<file path="config.mk">
export PLATFORM = sky130hd
export DESIGN_NAME = best_fit_partition_allocator
export DESIGN_NICKNAME = d
export VERILOG_FILES = /design/src/sv/bfpa_pkg.sv /design/src/sv/bfpa_ram.sv /design/src/sv/best_fit_partition_allocator.sv
export SDC_FILE = /design/constraint.sdc
export NUM_CORES = 1
export LEC_CHECK = 0
export ABC_CLOCK_PERIOD_IN_PS = 8600
export BUFFER_PORTS_ARGS = -buffer_cell sky130_fd_sc_hd__buf_4
export CAP_MARGIN = 10
export CORE_MARGIN = 2
export CORE_UTILIZATION = 50
export DETAILED_ROUTE_END_ITERATION = 16
export PLACE_DENSITY = 0.65
export SETUP_SLACK_MARGIN = 0.1
export SYNTH_ARGS = -nofsm -noshare
export SYNTH_HDL_FRONTEND = slang
export SYNTH_HIERARCHICAL = 1
export SYNTH_SLANG_ARGS = --single-unit
</file>
<file path="constraint.sdc">
create_clock -name clk_i -period 8.6 [get_ports clk_i]
set_input_delay 0.86 -clock clk_i [delete_from_list [all_inputs] [get_ports clk_i]]
set_output_delay 0.86 -clock clk_i [all_outputs]
set_load 0.01 [all_outputs]
</file>
<file path="src/sv/bfpa_pkg.sv">
// types and codes shared by the best-fit partition allocator
// no dependencies; imported by best_fit_partition_allocator
package bfpa_pkg;

  // item kinds
  localparam logic [1:0] KIND_DEFINE  = 2'd0;
  localparam logic [1:0] KIND_ALLOC   = 2'd1;
  localparam logic [1:0] KIND_RELEASE = 2'd2;

  // result status codes
  localparam logic [1:0] ST_OK        = 2'd0;
  localparam logic [1:0] ST_TOO_BIG   = 2'd1;
  localparam logic [1:0] ST_FULL      = 2'd2;
  localparam logic [1:0] ST_NOT_FOUND = 2'd3;

  localparam int unsigned OWNER_W = 8;

  typedef struct packed {
    logic [1:0]         kind;
    logic [2:0]         part_index;
    logic [15:0]        part_start;
    logic [15:0]        request_size;
    logic [OWNER_W-1:0] owner_id;
  } item_t;

  typedef struct packed {
    logic [1:0]  status;
    logic [2:0]  chosen_index;
    logic [15:0] chosen_start;
    logic [15:0] chosen_size;
  } result_t;

endpackage

</file>
<file path="src/sv/bfpa_ram.sv">
// generic single-port-write, single-port-read ram with registered read data
// no dependencies; used by best_fit_partition_allocator
module bfpa_ram #(
  parameter int unsigned WIDTH = 40,
  parameter int unsigned DEPTH = 8
) (
  input  logic                                     clk_i,
  input  logic                                     we_i,
  input  logic [((DEPTH > 1) ? $clog2(DEPTH) : 1)-1:0] waddr_i,
  input  logic [WIDTH-1:0]                         wdata_i,
  input  logic                                     re_i,
  input  logic [((DEPTH > 1) ? $clog2(DEPTH) : 1)-1:0] raddr_i,
  output logic [WIDTH-1:0]                         rdata_o
);

  logic [WIDTH-1:0] mem_q [DEPTH];
  logic [WIDTH-1:0] rdata_q;

  always_ff @(posedge clk_i) begin
    if (we_i) begin
      mem_q[waddr_i] <= wdata_i;
    end
    if (re_i) begin
      rdata_q <= mem_q[raddr_i];
    end
  end

  assign rdata_o = rdata_q;

endmodule

</file>
<file path="src/sv/best_fit_partition_allocator.sv">
// Best-fit fixed-partition allocator. The partition table (start, size, owner) lives in one
// ram with a registered read; busy and defined bits are flip-flops, one per partition,
// cleared at reset, and an entry that was never defined reads as start 0, size 0.
// One item is worked at a time. A define item, or an unused kind, goes from idle straight
// to the finish state, which loads its result into the output register and returns to idle.
// An allocate or release item reads every partition entry in turn through the single ram
// read port in the scan state, compares the last entry in the drain state and then finishes
// the same way. The result sits in an output register, so the next item is taken as soon
// as the block is back in idle even while that result is still stalled; a new result
// waits only if the previous one has not been transferred yet.
// depends on bfpa_pkg and bfpa_ram
module best_fit_partition_allocator #(
  parameter int unsigned PARTITIONS   = 8,
  parameter int unsigned ADDRESS_BITS = 16
) (
  input  logic              clk_i,
  input  logic              rst_ni,
  input  logic              in_valid_i,
  output logic              in_stall_o,
  input  bfpa_pkg::item_t   in_data_i,
  output logic              out_valid_o,
  input  logic              out_stall_i,
  output bfpa_pkg::result_t out_data_o
);

  import bfpa_pkg::*;

  localparam int unsigned IDX_W = (PARTITIONS > 1) ? $clog2(PARTITIONS) : 1;
  localparam int unsigned AB    = ADDRESS_BITS;
  localparam int unsigned MEM_W = 2 * AB + OWNER_W;
  localparam logic [IDX_W-1:0] LAST_IDX = IDX_W'(PARTITIONS - 1);

  // sequencer states
  localparam logic [1:0] S_IDLE  = 2'd0;
  localparam logic [1:0] S_SCAN  = 2'd1;
  localparam logic [1:0] S_DRAIN = 2'd2;
  localparam logic [1:0] S_FIN   = 2'd3;

  logic [1:0]            state_q, state_d;
  logic [PARTITIONS-1:0] busy_q, busy_d;
  logic [PARTITIONS-1:0] def_q, def_d;
  logic                  rvld_q, rvld_d;
  logic                  out_valid_q, out_valid_d;
  result_t               out_q, out_d;

  // payload registers of the item in flight
  item_t                 item_q, item_d;
  logic [IDX_W-1:0]      cnt_q, cnt_d;
  logic [IDX_W-1:0]      ridx_q, ridx_d;
  logic                  found_q, found_d;
  logic                  fit_q, fit_d;
  logic [IDX_W-1:0]      best_idx_q, best_idx_d;
  logic [AB-1:0]         best_start_q, best_start_d;
  logic [AB-1:0]         best_size_q, best_size_d;

  // ram port
  logic                  mem_we, mem_re;
  logic [IDX_W-1:0]      mem_waddr, mem_raddr;
  logic [MEM_W-1:0]      mem_wdata, mem_rdata;

  // entry fields as read back, with start and size of undefined entries shown as zero
  logic [AB-1:0]         ent_start, ent_size;
  logic [OWNER_W-1:0]    ent_owner;
  logic [AB-1:0]         req_w, def_start;
  logic [IDX_W-1:0]      def_idx;
  logic                  def_ok;
  logic                  out_free;

  bfpa_ram #(
    .WIDTH (MEM_W),
    .DEPTH (PARTITIONS)
  ) u_table (
    .clk_i   (clk_i),
    .we_i    (mem_we),
    .waddr_i (mem_waddr),
    .wdata_i (mem_wdata),
    .re_i    (mem_re),
    .raddr_i (mem_raddr),
    .rdata_o (mem_rdata)
  );

  assign ent_start = def_q[ridx_q] ? mem_rdata[MEM_W-1 -: AB] : '0;
  assign ent_size  = def_q[ridx_q] ? mem_rdata[OWNER_W +: AB] : '0;
  assign ent_owner = mem_rdata[OWNER_W-1:0];

  // item fields held at the table width
  assign req_w     = AB'(item_q.request_size);
  assign def_start = AB'(item_q.part_start);
  assign def_idx   = IDX_W'(item_q.part_index);
  assign def_ok    = (int'(item_q.part_index) < PARTITIONS);

  // a new result may be loaded once the previous one has gone
  assign out_free  = !out_valid_q || !out_stall_i;

  always_comb begin
    state_d      = state_q;
    busy_d       = busy_q;
    def_d        = def_q;
    item_d       = item_q;
    cnt_d        = cnt_q;
    found_d      = found_q;
    fit_d        = fit_q;
    best_idx_d   = best_idx_q;
    best_start_d = best_start_q;
    best_size_d  = best_size_q;
    out_valid_d  = out_valid_q && out_stall_i;
    out_d        = out_q;
    mem_we       = 1'b0;
    mem_waddr    = best_idx_q;
    mem_wdata    = {best_start_q, best_size_q, item_q.owner_id};
    mem_re       = 1'b0;
    mem_raddr    = cnt_q;

    // entry read in the previous cycle comes back here
    if (rvld_q) begin
      if (item_q.kind == KIND_ALLOC) begin
        if (ent_size >= req_w) begin
          fit_d = 1'b1;
          // strict less-than keeps ties on the lowest index
          if (!busy_q[ridx_q] && (!found_q || ent_size < best_size_q)) begin
            found_d      = 1'b1;
            best_idx_d   = ridx_q;
            best_start_d = ent_start;
            best_size_d  = ent_size;
          end
        end
      end else if (!found_q && busy_q[ridx_q] && ent_owner == item_q.owner_id) begin
        // release: first busy partition of this owner wins
        found_d      = 1'b1;
        best_idx_d   = ridx_q;
        best_start_d = ent_start;
        best_size_d  = ent_size;
      end
    end

    unique case (state_q)
      S_IDLE: begin
        if (in_valid_i) begin
          item_d       = in_data_i;
          cnt_d        = '0;
          found_d      = 1'b0;
          fit_d        = 1'b0;
          best_idx_d   = '0;
          best_start_d = '0;
          best_size_d  = '0;
          if (in_data_i.kind == KIND_ALLOC || in_data_i.kind == KIND_RELEASE) begin
            state_d = S_SCAN;
          end else begin
            state_d = S_FIN;
          end
        end
      end
      S_SCAN: begin
        mem_re = 1'b1;
        cnt_d  = cnt_q + 1'b1;
        if (cnt_q == LAST_IDX) begin
          state_d = S_DRAIN;
        end
      end
      S_DRAIN: begin
        // last entry is being compared
        state_d = S_FIN;
      end
      S_FIN: begin
        if (out_free) begin
          out_valid_d = 1'b1;
          state_d     = S_IDLE;
          out_d       = '0;
          case (item_q.kind)
            KIND_DEFINE: begin
              out_d.chosen_index = item_q.part_index;
              if (def_ok) begin
                mem_we             = 1'b1;
                mem_waddr          = def_idx;
                mem_wdata          = {def_start, req_w, item_q.owner_id};
                busy_d[def_idx]    = 1'b0;
                def_d[def_idx]     = 1'b1;
                out_d.status       = ST_OK;
                out_d.chosen_start = 16'(def_start);
                out_d.chosen_size  = 16'(req_w);
              end else begin
                out_d.status = ST_NOT_FOUND;
              end
            end
            KIND_ALLOC: begin
              if (found_q) begin
                // write back the entry with its new owner
                mem_we             = 1'b1;
                busy_d[best_idx_q] = 1'b1;
                def_d[best_idx_q]  = 1'b1;
                out_d.status       = ST_OK;
                out_d.chosen_index = 3'(best_idx_q);
                out_d.chosen_start = 16'(best_start_q);
                out_d.chosen_size  = 16'(best_size_q);
              end else begin
                out_d.status = fit_q ? ST_FULL : ST_TOO_BIG;
              end
            end
            KIND_RELEASE: begin
              if (found_q) begin
                busy_d[best_idx_q] = 1'b0;
                out_d.status       = ST_OK;
                out_d.chosen_index = 3'(best_idx_q);
                out_d.chosen_start = 16'(best_start_q);
                out_d.chosen_size  = 16'(best_size_q);
              end else begin
                out_d.status = ST_NOT_FOUND;
              end
            end
            default: begin
              out_d = '0;
            end
          endcase
        end
      end
      default: begin
        state_d = S_IDLE;
      end
    endcase
  end

  assign rvld_d = mem_re;
  assign ridx_d = cnt_q;

  // control state
  always_ff @(posedge clk_i or negedge rst_ni) begin
    if (!rst_ni) begin
      state_q     <= S_IDLE;
      busy_q      <= '0;
      def_q       <= '0;
      rvld_q      <= 1'b0;
      out_valid_q <= 1'b0;
    end else begin
      state_q     <= state_d;
      busy_q      <= busy_d;
      def_q       <= def_d;
      rvld_q      <= rvld_d;
      out_valid_q <= out_valid_d;
    end
  end

  // payload
  always_ff @(posedge clk_i) begin
    item_q       <= item_d;
    cnt_q        <= cnt_d;
    ridx_q       <= ridx_d;
    found_q      <= found_d;
    fit_q        <= fit_d;
    best_idx_q   <= best_idx_d;
    best_start_q <= best_start_d;
    best_size_q  <= best_size_d;
    out_q        <= out_d;
  end

  assign in_stall_o  = (state_q != S_IDLE);
  assign out_valid_o = out_valid_q;
  assign out_data_o  = out_q;

`ifndef NO_ASSERTIONS
  // ram is never written while a scan reads it
  a_no_rw_overlap: assert property (@(posedge clk_i) disable iff (!rst_ni)
    !(mem_we && mem_re))
    else $error("ram write during scan read");

  // after an input transfer the block holds off further items
  a_one_at_a_time: assert property (@(posedge clk_i) disable iff (!rst_ni)
    (in_valid_i && !in_stall_o) |=> in_stall_o)
    else $error("second item taken while one is in flight");

  // a successful allocate leaves its partition busy
  a_alloc_busy: assert property (@(posedge clk_i) disable iff (!rst_ni)
    (state_q == S_FIN && out_free && item_q.kind == KIND_ALLOC && found_q)
      |=> busy_q[$past(best_idx_q)])
    else $error("allocated partition not marked busy");
`endif

endmodule
</file>
==> results.md, run 1 <==
* Final worst path period need at 4890 ps
* Drt wl/cell at 24.0 um
* Ant. Diodes at 0
* Commonest non-fill, non-tap cell in the layout: edfxtp_1
* Input/output buffers at a little under 90
* Critical Path RT at 9120 ps
* Leakage power at a little under 9 nW
* FFs w/ async S/R, synth at 0.0396
* Worst r2r src: ridx_q[0]
* Initial antenna violation count at 0
* DIE HEIGHT at 208 um
* CP max-delay cell: nor4_4
* Avg Cell Area, Syn at 17.9 um^2
* Vias in the first global route at about 11,000
* XOR/XNOR Fraction of Synth Area at 0.00380
* Final Cycle Share at 0.569
* Synth Area in Compound Gates at 0.0439
* Post-synth EDFFs at approximately 450
* Synth warn at 6
* Final clock skew at approximately 27 ps
* Cts hold-fix bufs at 0
* Core area at 40,900 um^2
* CTS Sinks at 505
* GRT Residual Overflow at 0
* Die area at approximately 43,000 um^2
* Critical Path End Type: flop
* CP Class: flop to flop
* Routed WL at 44,200 um
* Yosys cell types at between 50 and 60
* Final hold viol count at 0
* Post-Synth Adder-Cell Area at 0.0210
* Largest family of logic cells by synthesized area: multiplexers
* Reg clk slew, reported paths at about 60 ps
* Fin. max-slew vios at 0
* DRC errors left at 0
* First-pass DRT Iterations at 5
* GRT busiest layer: met2
* Peak supply drop at 0.186 mV
* Mapped Nets at 1,246
* Ports at 88
* Slew @ Worst Pin at between 1000 and 1500 ps
* R2r endpoint: best_start_q[8]
* Pwr/cell area at 332 nW/um^2
* Cell Rows at 74
* Highest Clock Rate at 204 MHz
* GRT Overall Usage at 0.207
* Die width at 208 um
* Most frequent cells in the layout: edfxtp_1, nand2_1, buf_4
* Fraction of layout cells with a size suffix above 1 at 0.217
* Post-CTS Setup Inserts at 0
* Type of the worst min-delay path: primary input to async pin
* CTS Root Cell: clkbuf_16
* Rel. slew slack at 0.315
* Slowest Stage Delay on Critical Path at 870 ps
* Top_reg_cell synth: edfxtp_1
* Num CTS Buffers at 52
* Mapped Cells at about 1,200
* Multiplexer area fraction after synthesis at 0.156
* Simple-Gate Fraction of Synth Area at 0.0463
* Via Count at around 11,000
* Core Util, Final at 0.581
* Filler cells at around 3,000
* Grt met3 use at 0.0410
* Non-Filler Instances at 1,846
* Crit-path cells: mux2i_1, and3_4, nor4_4, and2_1, ha_1, o2111ai_1, or4_1, a211oi_1, a221oi_1, a21oi_1, a21oi_4, buf_4, mux2i_1
* Post-CTS sizing at 0
* Worst-Skew Late Latency at 600 ps
* GR Util met2 at 0.337
* Crit path top cell by count: mux2i_1
* Cell area after synthesis at 20,800 um^2
* Register area share after synthesis at 0.706
* Unrepaired setup endpoints after global routing: false
* Worst R2R Path Depth at 13
* Largest net degree at the start of global routing at between 70 and 80
* Routed Antenna Nets at 0
* R2R setup slack at 3710 ps
* Post-DP HPWL at 24,800 um
* CP top delay family: simple AND/OR/NAND/NOR gates
* Status: completed
* CTS Buffer Depth at 3
* CP bufs+invs at 1
* CTS tree: done
* Arr. time, crit path at 5410 ps
* Endpoints failing setup at 0
* Area growth syn-to-layout at 14.5%
* GP Congestion at ~0.8
* Flops & latches, synth at 505
* Initial Utilization at 0.507
* Dpl cells at ~1,700
* Fin nets at roughly 1,400
* 1st-iter DRT viols at slightly below 1,000
* First-pass GRT wire length at 66,900 um
* Final WS setup at between 3000 and 4000 ps
* Setup WS pre-CTS at 3800 ps
* Crit path max fanout at 22
* Worst setup SP type: flop
* Max_cap viols at 0
* CTS H-tree depth at 2
* Setup TNS at 0 ps
* M1 GR Usage at 0.284
* Via density at between 5 and 6
==> layout make-up <==
class | count | area [um^2] | area share
Multi-Input combinational cell | 564 | 5710 | 0.240
Timing Repair Buffer | 110 | 826 | 0.0347
Sequential cell | 505 | 14700 | 0.617
Clock buffer | 68 | 1440 | 0.0607
Clock inverter | 30 | 332 | 0.0139
Inverter | 37 | 139 | 0.00584
Tap cell | 532 | 666 | 0.0280
==> power by group <==
part	switching, mW	internal (mW)	total, mW
Sequential	0.230	3.22	3.45
Clock	0.942	1.34	2.28
Combinational	1.23	0.928	2.16
Total	2.40	5.49	7.89
==> through the flow <==
step	power, mW	cell area [um^2]	hold WS, ps
2_1_floorplan	4.98	20800	375
3_3_place_gp	5.62	22000	441
3_5_place_dp	5.67	22000	438
4_1_cts	7.97	23800	120
5_1_grt	8.28	23800	138
6_report	7.89	23800	145
==> cell families (layout without fill, tap and decap cells) <==
family / after synthesis / after routing
buffers and inverters: 94 / 245
AND/OR/NAND/NOR: 206 / 206
adder cells (fa/ha/maj): 35 / 35
XOR/XNOR: 9 / 9
multiplexers: 182 / 182
AO/OA/AOI/OAI: 132 / 132
flip-flops: 505 / 505
==> state kept, by name, indices dropped and copies added (netlist names), 8 cells and up <==
name	cells
u_table/mem_q	320
out_data_o	37
def_q	8
req_w	16
item_q	10
best_size_q	16
u_table/rdata_o	40
best_start_q	16
def_start	16
busy_q	8
==> cells in the mapped netlist (3+ instances only) <==
library cell	number	area, um^2
a21o_1	10	75.1
buf_6	11	124
xor2_1	4	35.0
edfxtp_1	445	13400
nor2b_1	6	37.5
nor3_1	7	35.0
a22o_1	35	307
o31ai_1	5	37.5
xnor2_1	5	43.8
buf_12	3	60.1
clkbuf_1	43	161
nand4_1	6	37.5
dfxtp_1	40	801
dfrtp_1	20	500
a211oi_1	4	30.0
mux4_1	80	2100
mux2_2	62	698
nand2b_1	8	50.1
o21ai_0	28	140
ha_1	34	425
nor2_1	26	97.6
a21oi_1	29	145
inv_1	37	139
mux2i_1	37	370
and2_1	17	106
nand3_1	11	55.1
nand2_1	114	428
==> worst max-delay path by stage <==
stage | startpoint | end | slack [ps] | depth (start not counted)
2_1_floorplan | out_stall_i | u_table/mem_q[0][0] | 2590 | 8
3_3_place_gp | ridx_q[0] | best_start_q[8] | 3960 | 13
3_5_place_dp | ridx_q[0] | best_start_q[8] | 3800 | 13
4_1_cts | ridx_q[0] | best_start_q[10] | 3760 | 13
5_1_grt | ridx_q[0] | best_start_q[8] | 3420 | 13
6_report | ridx_q[0] | best_start_q[8] | 3710 | 13
==> metal layers <==
layer | vias up | share of wire
li1 | 4838 | -
met1 | 5515 | 0.44
met2 | 302 | 0.49
met3 | 73 | 0.054
met4 | 0 | 0.024
met5 | - | 0
(Power assumes the default switching activity.)
==> run 2: changes to the inputs <==
ABC_CLOCK_PERIOD_IN_PS = 4800   (was 8600)
clock period = 4.8 ns   (was 8.6 ns; I/O delays follow)
==> results.md, run 2 (synthesis gave the netlist of run 1 again) <==
* Core Util, Final at 0.581 (about the same)
* Worst setup SP type: flop
* Setup TNS at 0 ps (unchanged)
* R2R setup slack at 510 ps (-3200 ps)
* Type of the worst min-delay path: primary input to flop
* Initial antenna violation count at 0 (unchanged)
* Fin. max-slew vios at 0 (unchanged)
* CTS H-tree depth at 2 (unchanged)
* Max reg flops at 320 (unchanged)
* Gate power share at 0.277 (+0.004)
* GRT Overall Usage at 0.210 (+0.00345)
* Largest net degree at the start of global routing at 47 (-37%)
* Slew @ Worst Pin at 1060 ps (+27.5 ps)
* Sw power at 4.29 mW (+79%)
* Pwr/cell area at 592 nW/um^2 (+78%)
* WL met2 at 21,100 um (-1.8%)
* CTS Sinks at 505 (unchanged)
* Via density at 5.78 (-0.52%)
* Reg clk slew, reported paths at 60 ps (about the same)
* Critical Path End Type: flop
* Fraction of layout cells with a size suffix above 1 at 0.211 (-0.00601)
* WL met3 at 2210 um (-7.2%)
* Filler cells at 3,072 (+0.75%)
* R2r endpoint: best_start_q[7]
* Ports at 88 (unchanged)
* Leakage power at 8.68 nW (about the same)
* CP Class: flop to flop
* Final worst path period need at 4290 ps (-600 ps)
* Status: completed
* Max layer used: met4
* Rel. slew slack at 0.292 (-0.0225)
* Crit path max fanout at 35 (+59%)
* Routed WL at 44,800 um (+1.2%)
* Met1 WL at 20,200 um (+4.9%)
* Worst-Skew Late Latency at 600 ps (about the same)
* Via Count at 10,700 (-0.037%)
* Hold path cells at 1
* Ant. Diodes at 0 (unchanged)
* Die width at 208 um (unchanged)
* First-pass DRT Iterations at 5 (unchanged)
* Final hold viol count at 0 (unchanged)
* Post-DP HPWL at 25,300 um (+2.1%)
* 1st-iter DRT viols at 838 (-15%)
* Num CTS Buffers at 52 (unchanged)
* Area growth syn-to-layout at 14.6% (about the same)
* Die area at 43,200 um^2 (unchanged)
* Commonest non-fill, non-tap cell in the layout: edfxtp_1
* Int Power at 9.80 mW (+78%)
* Highest Clock Rate at 233 MHz (+14%)
* Core area at 40,900 um^2 (unchanged)
* Arr. time, crit path at 4720 ps (-690 ps)
* Peak supply drop at 0.286 mV (+54%)
* Most frequent cells in the layout: edfxtp_1, buf_4, nand2_1
* Clock power frac at 0.280 (-0.009)
* GP Congestion at 0.850 (+8.0%)
* Fin nets at 1,363 (+0.74%)
* First-pass GRT wire length at 67,700 um (+1.2%)
* Vias in the first global route at 10,900 (-0.0092%)
* GRT Residual Overflow at 0 (unchanged)
* Initial Utilization at 0.507 (unchanged)
* Worst R2R Path Depth at 14 (+1)
* Final Cycle Share at 0.894 (+0.325)
* Unrepaired setup endpoints after global routing: false
* DIE HEIGHT at 208 um (unchanged)
* Reg power frac at 0.443 (+0.006)
* Worst r2r src: ridx_q[0]
* Routed Antenna Nets at 0 (unchanged)
* DRC errors left at 0 (unchanged)
* Endpoints failing setup at 0 (unchanged)
* Input/output buffers at 87 (unchanged)
* Switching part of the total power at 0.304 (about the same)
* Max_cap viols at 0 (unchanged)
* Critical Path RT at 5230 ps (-3890 ps)
* Hold Slack at 50.8 ps (-94.1 ps)
* Drt wl/cell at 24.1 um (+0.75%)
* Cell Rows at 74 (unchanged)
* CTS Root Cell: clkbuf_16
* CTS Buffer Depth at 3 (unchanged)
* HP Start: in_data_i[1]
* Top reg by flops: u_table/mem_q
* Hold EP: item_q[1]
* Critical path startpoint: ridx_q[0]
* CTS tree: done
* Final clock skew at 25.8 ps (-1.67 ps)
[run 2: cell count changes in the layout (fill, tap and decap cells not counted), sizes merged]
cell,change
bufinv,-1
clkinv,-1
buf,+9
clkbuf,+4
clkinvlp,-3
dlygate4sd3,+1
[run 2: worst max-delay path by stage]
stage / cells past startpoint / end / slack, ps
2_1_floorplan: 8 / u_table/mem_q[2][0] / 240
4_1_cts: 14 / best_start_q[7] / 530
6_report: 14 / best_start_q[7] / 510
3_3_place_gp: 14 / best_start_q[10] / 660
5_1_grt: 14 / best_start_q[7] / 190
3_5_place_dp: 14 / best_start_q[7] / 570
[run 2: power by group through the flow]
stage / Clock, mW / Combinational [mW] / Sequential (mW)
3_3_place_gp: 0 / 3.82 / 6.31
2_1_floorplan: 0 / 2.79 / 6.14
4_1_cts: 4.03 / 3.93 / 6.24
3_5_place_dp: 0 / 3.91 / 6.32
5_1_grt: 4.20 / 4.28 / 6.31
6_report: 3.95 / 3.90 / 6.24
[run 2: per-stage QoR]
| step | area, um^2 | setup WS (ps) | cells | power (mW) |
|---|---|---|---|---|
| after floorplan | 20800 | 241 | 1163 | 8.93 |
| after global placement | 22100 | 658 | 1757 | 10.1 |
| after detailed placement | 22100 | 568 | 1757 | 10.2 |
| after CTS | 23800 | 529 | 1855 | 14.2 |
| after global routing | 23800 | 192 | 1855 | 14.8 |
| final | 23800 | 506 | 1855 | 14.1 |
[run 2: layout make-up]
class	count	area [um^2]	area share
flip-flops and latches	505	14700	0.616
multi-input cells	564	5730	0.241
clock buffers	72	1430	0.0599
repair buffers	120	916	0.0385
well taps	532	666	0.0280
clock inverters	25	259	0.0109
inverters	37	139	0.00584
[run 2: timing repair]
action | 4_1_cts | 5_1_grt
endpoints found under the hold margin | 20 | 0
resized for setup | 0 | 0
hold buffers | 1 | 0
buffers inserted | 0 | 0
[run 2: layer usage]
| metal | vias up | GRT usage |
|---|---|---|
| li1 | 4861 | - |
| met4 | 0 | 0.0714 |
| met5 | - | 0 |
| met2 | 310 | 0.333 |
| met1 | 5477 | 0.302 |
| met3 | 76 | 0.0306 |
[run 2: critical path: stages, from the launching register on]
cell and delay (ps):
dfxtp_1 560, mux2i_1 130, and3_4 200, nor4_4 660, buf_4 260, and2_1 160, ha_1 180, nand2_1 100
or4_1 520, a211oi_1 250, a221oi_1 130, a21oi_1 300, a21oi_4 80, buf_4 370, mux2i_1 210
==> run 3: changes to the inputs <==
CORE_UTILIZATION = 55   (was 50)
PLACE_DENSITY = 0.7   (was 0.65)
==> results.md, run 3 (synthesis gave the netlist of run 1 again) <==
* Register Area at 14,700 um^2 (unchanged)
* Endpoints failing setup at 0 (unchanged)
* CTS tree: done
* Slew @ Worst Pin at 1140 ps (+89.6 ps)
* CTS Root Cell: clkbuf_16
* Max_cap viols at 0 (unchanged)
* Via Count at 10,900 (+1.9%)
* First-pass DRT Iterations at 5 (unchanged)
* Crit path max fanout at 20 (-43%)
* GRT Residual Overflow at 0 (unchanged)
* Highest Clock Rate at 250 MHz (+7.3%)
* Ant. Diodes at 0 (unchanged)
* Max reg flops at 320 (unchanged)
* Worst r2r src: ridx_q[0]
* Drt wl/cell at 24.4 um (+1.2%)
* Cell Rows at 71 (-4.1%)
* Cts hold-fix bufs at 1 (unchanged)
* Crit path to: best_size_q[3]
* Critical path startpoint: ridx_q[0]
* Worst-Skew Late Latency at 600 ps (about the same)
* Fin. max-slew vios at 0 (unchanged)
* Die area at 39,300 um^2 (-8.9%)
* Post-CTS sizing at 0 (unchanged)
* Reg power frac at 0.434 (-0.009)
* GRT Overall Usage at 0.232 (+0.0219)
* Peak supply drop at 0.312 mV (+9.1%)
* Worst R2R Path Depth at 14 (unchanged)
* Die width at 198 um (-4.6%)
* Most frequent cells in the layout: edfxtp_1, nand2_1, buf_4
* Initial Utilization at 0.555 (+0.0478)
* DIE HEIGHT at 198 um (-4.6%)
* CTS H-tree depth at 2 (unchanged)
* Leakage power at 8.72 nW (+0.46%)
* CTS Buffer Depth at 3 (unchanged)
* Status: completed
* Filler cells at 2,577 (-16%)
* CP Class: flop to flop
* Unrepaired setup endpoints after global routing: false
* Top reg by flops: u_table/mem_q
* DRC errors left at 0 (unchanged)
* Worst setup SP type: flop
* R2r endpoint: best_size_q[3]
* Area growth syn-to-layout at 15.1%
* Type of the worst min-delay path: primary input to flop
* Ports at 88 (unchanged)
* Routed WL at 44,600 um (-0.32%)
* Post-CTS Setup Inserts at 0 (unchanged)
* Sw power at 4.29 mW (about the same)
* Via density at 5.98 (+3.5%)
* Setup TNS at 0 ps (unchanged)
* Gate power share at 0.275 (-0.002)
* Switching part of the total power at 0.300 (-0.00435)
* Arr. time, crit path at 4450 ps (-270 ps)
* Num CTS Buffers at 51 (-1.9%)
* Input/output buffers at 87 (unchanged)
* Pwr/cell area at 598 nW/um^2 (+0.96%)
* Vias in the first global route at 11,100 (+1.4%)
* Core area at 37,400 um^2 (-8.6%)
* Fin nets at 1,357 (-0.44%)
* Clock power frac at 0.292 (+0.012)
* CTS Sinks at 505 (unchanged)
* Hold Slack at 51.5 ps (+0.732 ps)
* Int Power at 9.99 mW (+2.0%)
* GP Congestion at 0.869 (+2.2%)
* Fraction of layout cells with a size suffix above 1 at 0.210 (-0.00116)
* Largest net degree at the start of global routing at 84 (+79%)
* First-pass GRT wire length at 66,500 um (-1.7%)
* Reg clk slew, reported paths at 60 ps (about the same)
* Hold path cells at 1 (unchanged)
* Footprint of the multi-input gates at 5730 um^2 (unchanged)
* Tot Pwr at 14.3 mW (+1.4%)
* Final clock skew at 26.7 ps (+0.893 ps)
* Routed Antenna Nets at 0 (unchanged)
* Rel. slew slack at 0.232 (-0.0601)
* 1st-iter DRT viols at 818 (-2.4%)
* Post-DP HPWL at 25,600 um (+0.99%)
* Commonest non-fill, non-tap cell in the layout: edfxtp_1
* Critical Path RT at 5250 ps (+20 ps)
* Final worst path period need at 4000 ps (-294 ps)
* Critical Path End Type: flop
* Final hold viol count at 0 (unchanged)
* Initial antenna violation count at 0 (unchanged)
* Final Cycle Share at 0.833 (-0.0612)
* R2R setup slack at 800 ps (+290 ps)
## run 3: worst min path at each step
stage,start,to,slack [ps]
3_3_place_gp,rst_ni,busy_q[1],380
4_1_cts,in_data_i[1],item_q[1],20
5_1_grt,in_data_i[34],def_start[10],40
3_5_place_dp,rst_ni,busy_q[1],380
6_report,in_data_i[28],def_start[4],50
2_1_floorplan,rst_ni,busy_q[0],180
## run 3: final cells by class
type | instances | share of cell area
flip-flops and latches | 505 | 0.614
clock inverters | 28 | 0.0166
well taps | 511 | 0.0268
inverters | 37 | 0.00581
clock buffers | 67 | 0.0576
repair buffers | 115 | 0.0399
multi-input cells | 564 | 0.240
## run 3: critical path: stages (launching register included)
cell and delay (ps):
dfxtp_1 570, mux2_2 390, nor3b_2 230, nor4_4 50, buf_4 200, and2_1 190
ha_1 310, o2111ai_1 140, or4_1 550, a211oi_1 230, a221oi_1 120, a21oi_1 280
a21oi_4 90, buf_4 280, mux2i_1 180
## run 3: power groups by stage
stage	sequential, mW	clock [mW]	combinational (mW)
5_1_grt	6.25	4.39	4.29
2_1_floorplan	6.14	0	2.79
4_1_cts	6.19	4.24	3.95
3_5_place_dp	6.27	0	3.92
3_3_place_gp	6.25	0	3.82
6_report	6.19	4.17	3.92
## run 3: layer usage
metal	track usage	routed length, um
met1	0.326	19400
met2	0.378	21800
met3	0.0346	2380
met4	0.0777	1050
met5	0	0
## run 3: through the flow
stage	area (um^2)	util	std cells	setup slack (ps)
after floorplan	20800	-	1163	241
after global placement	22100	0.591	1731	924
after detailed placement	22100	0.591	1731	841
after CTS	23900	0.639	1827	810
after global routing	23900	0.639	1827	541
final	23900	0.639	1827	800
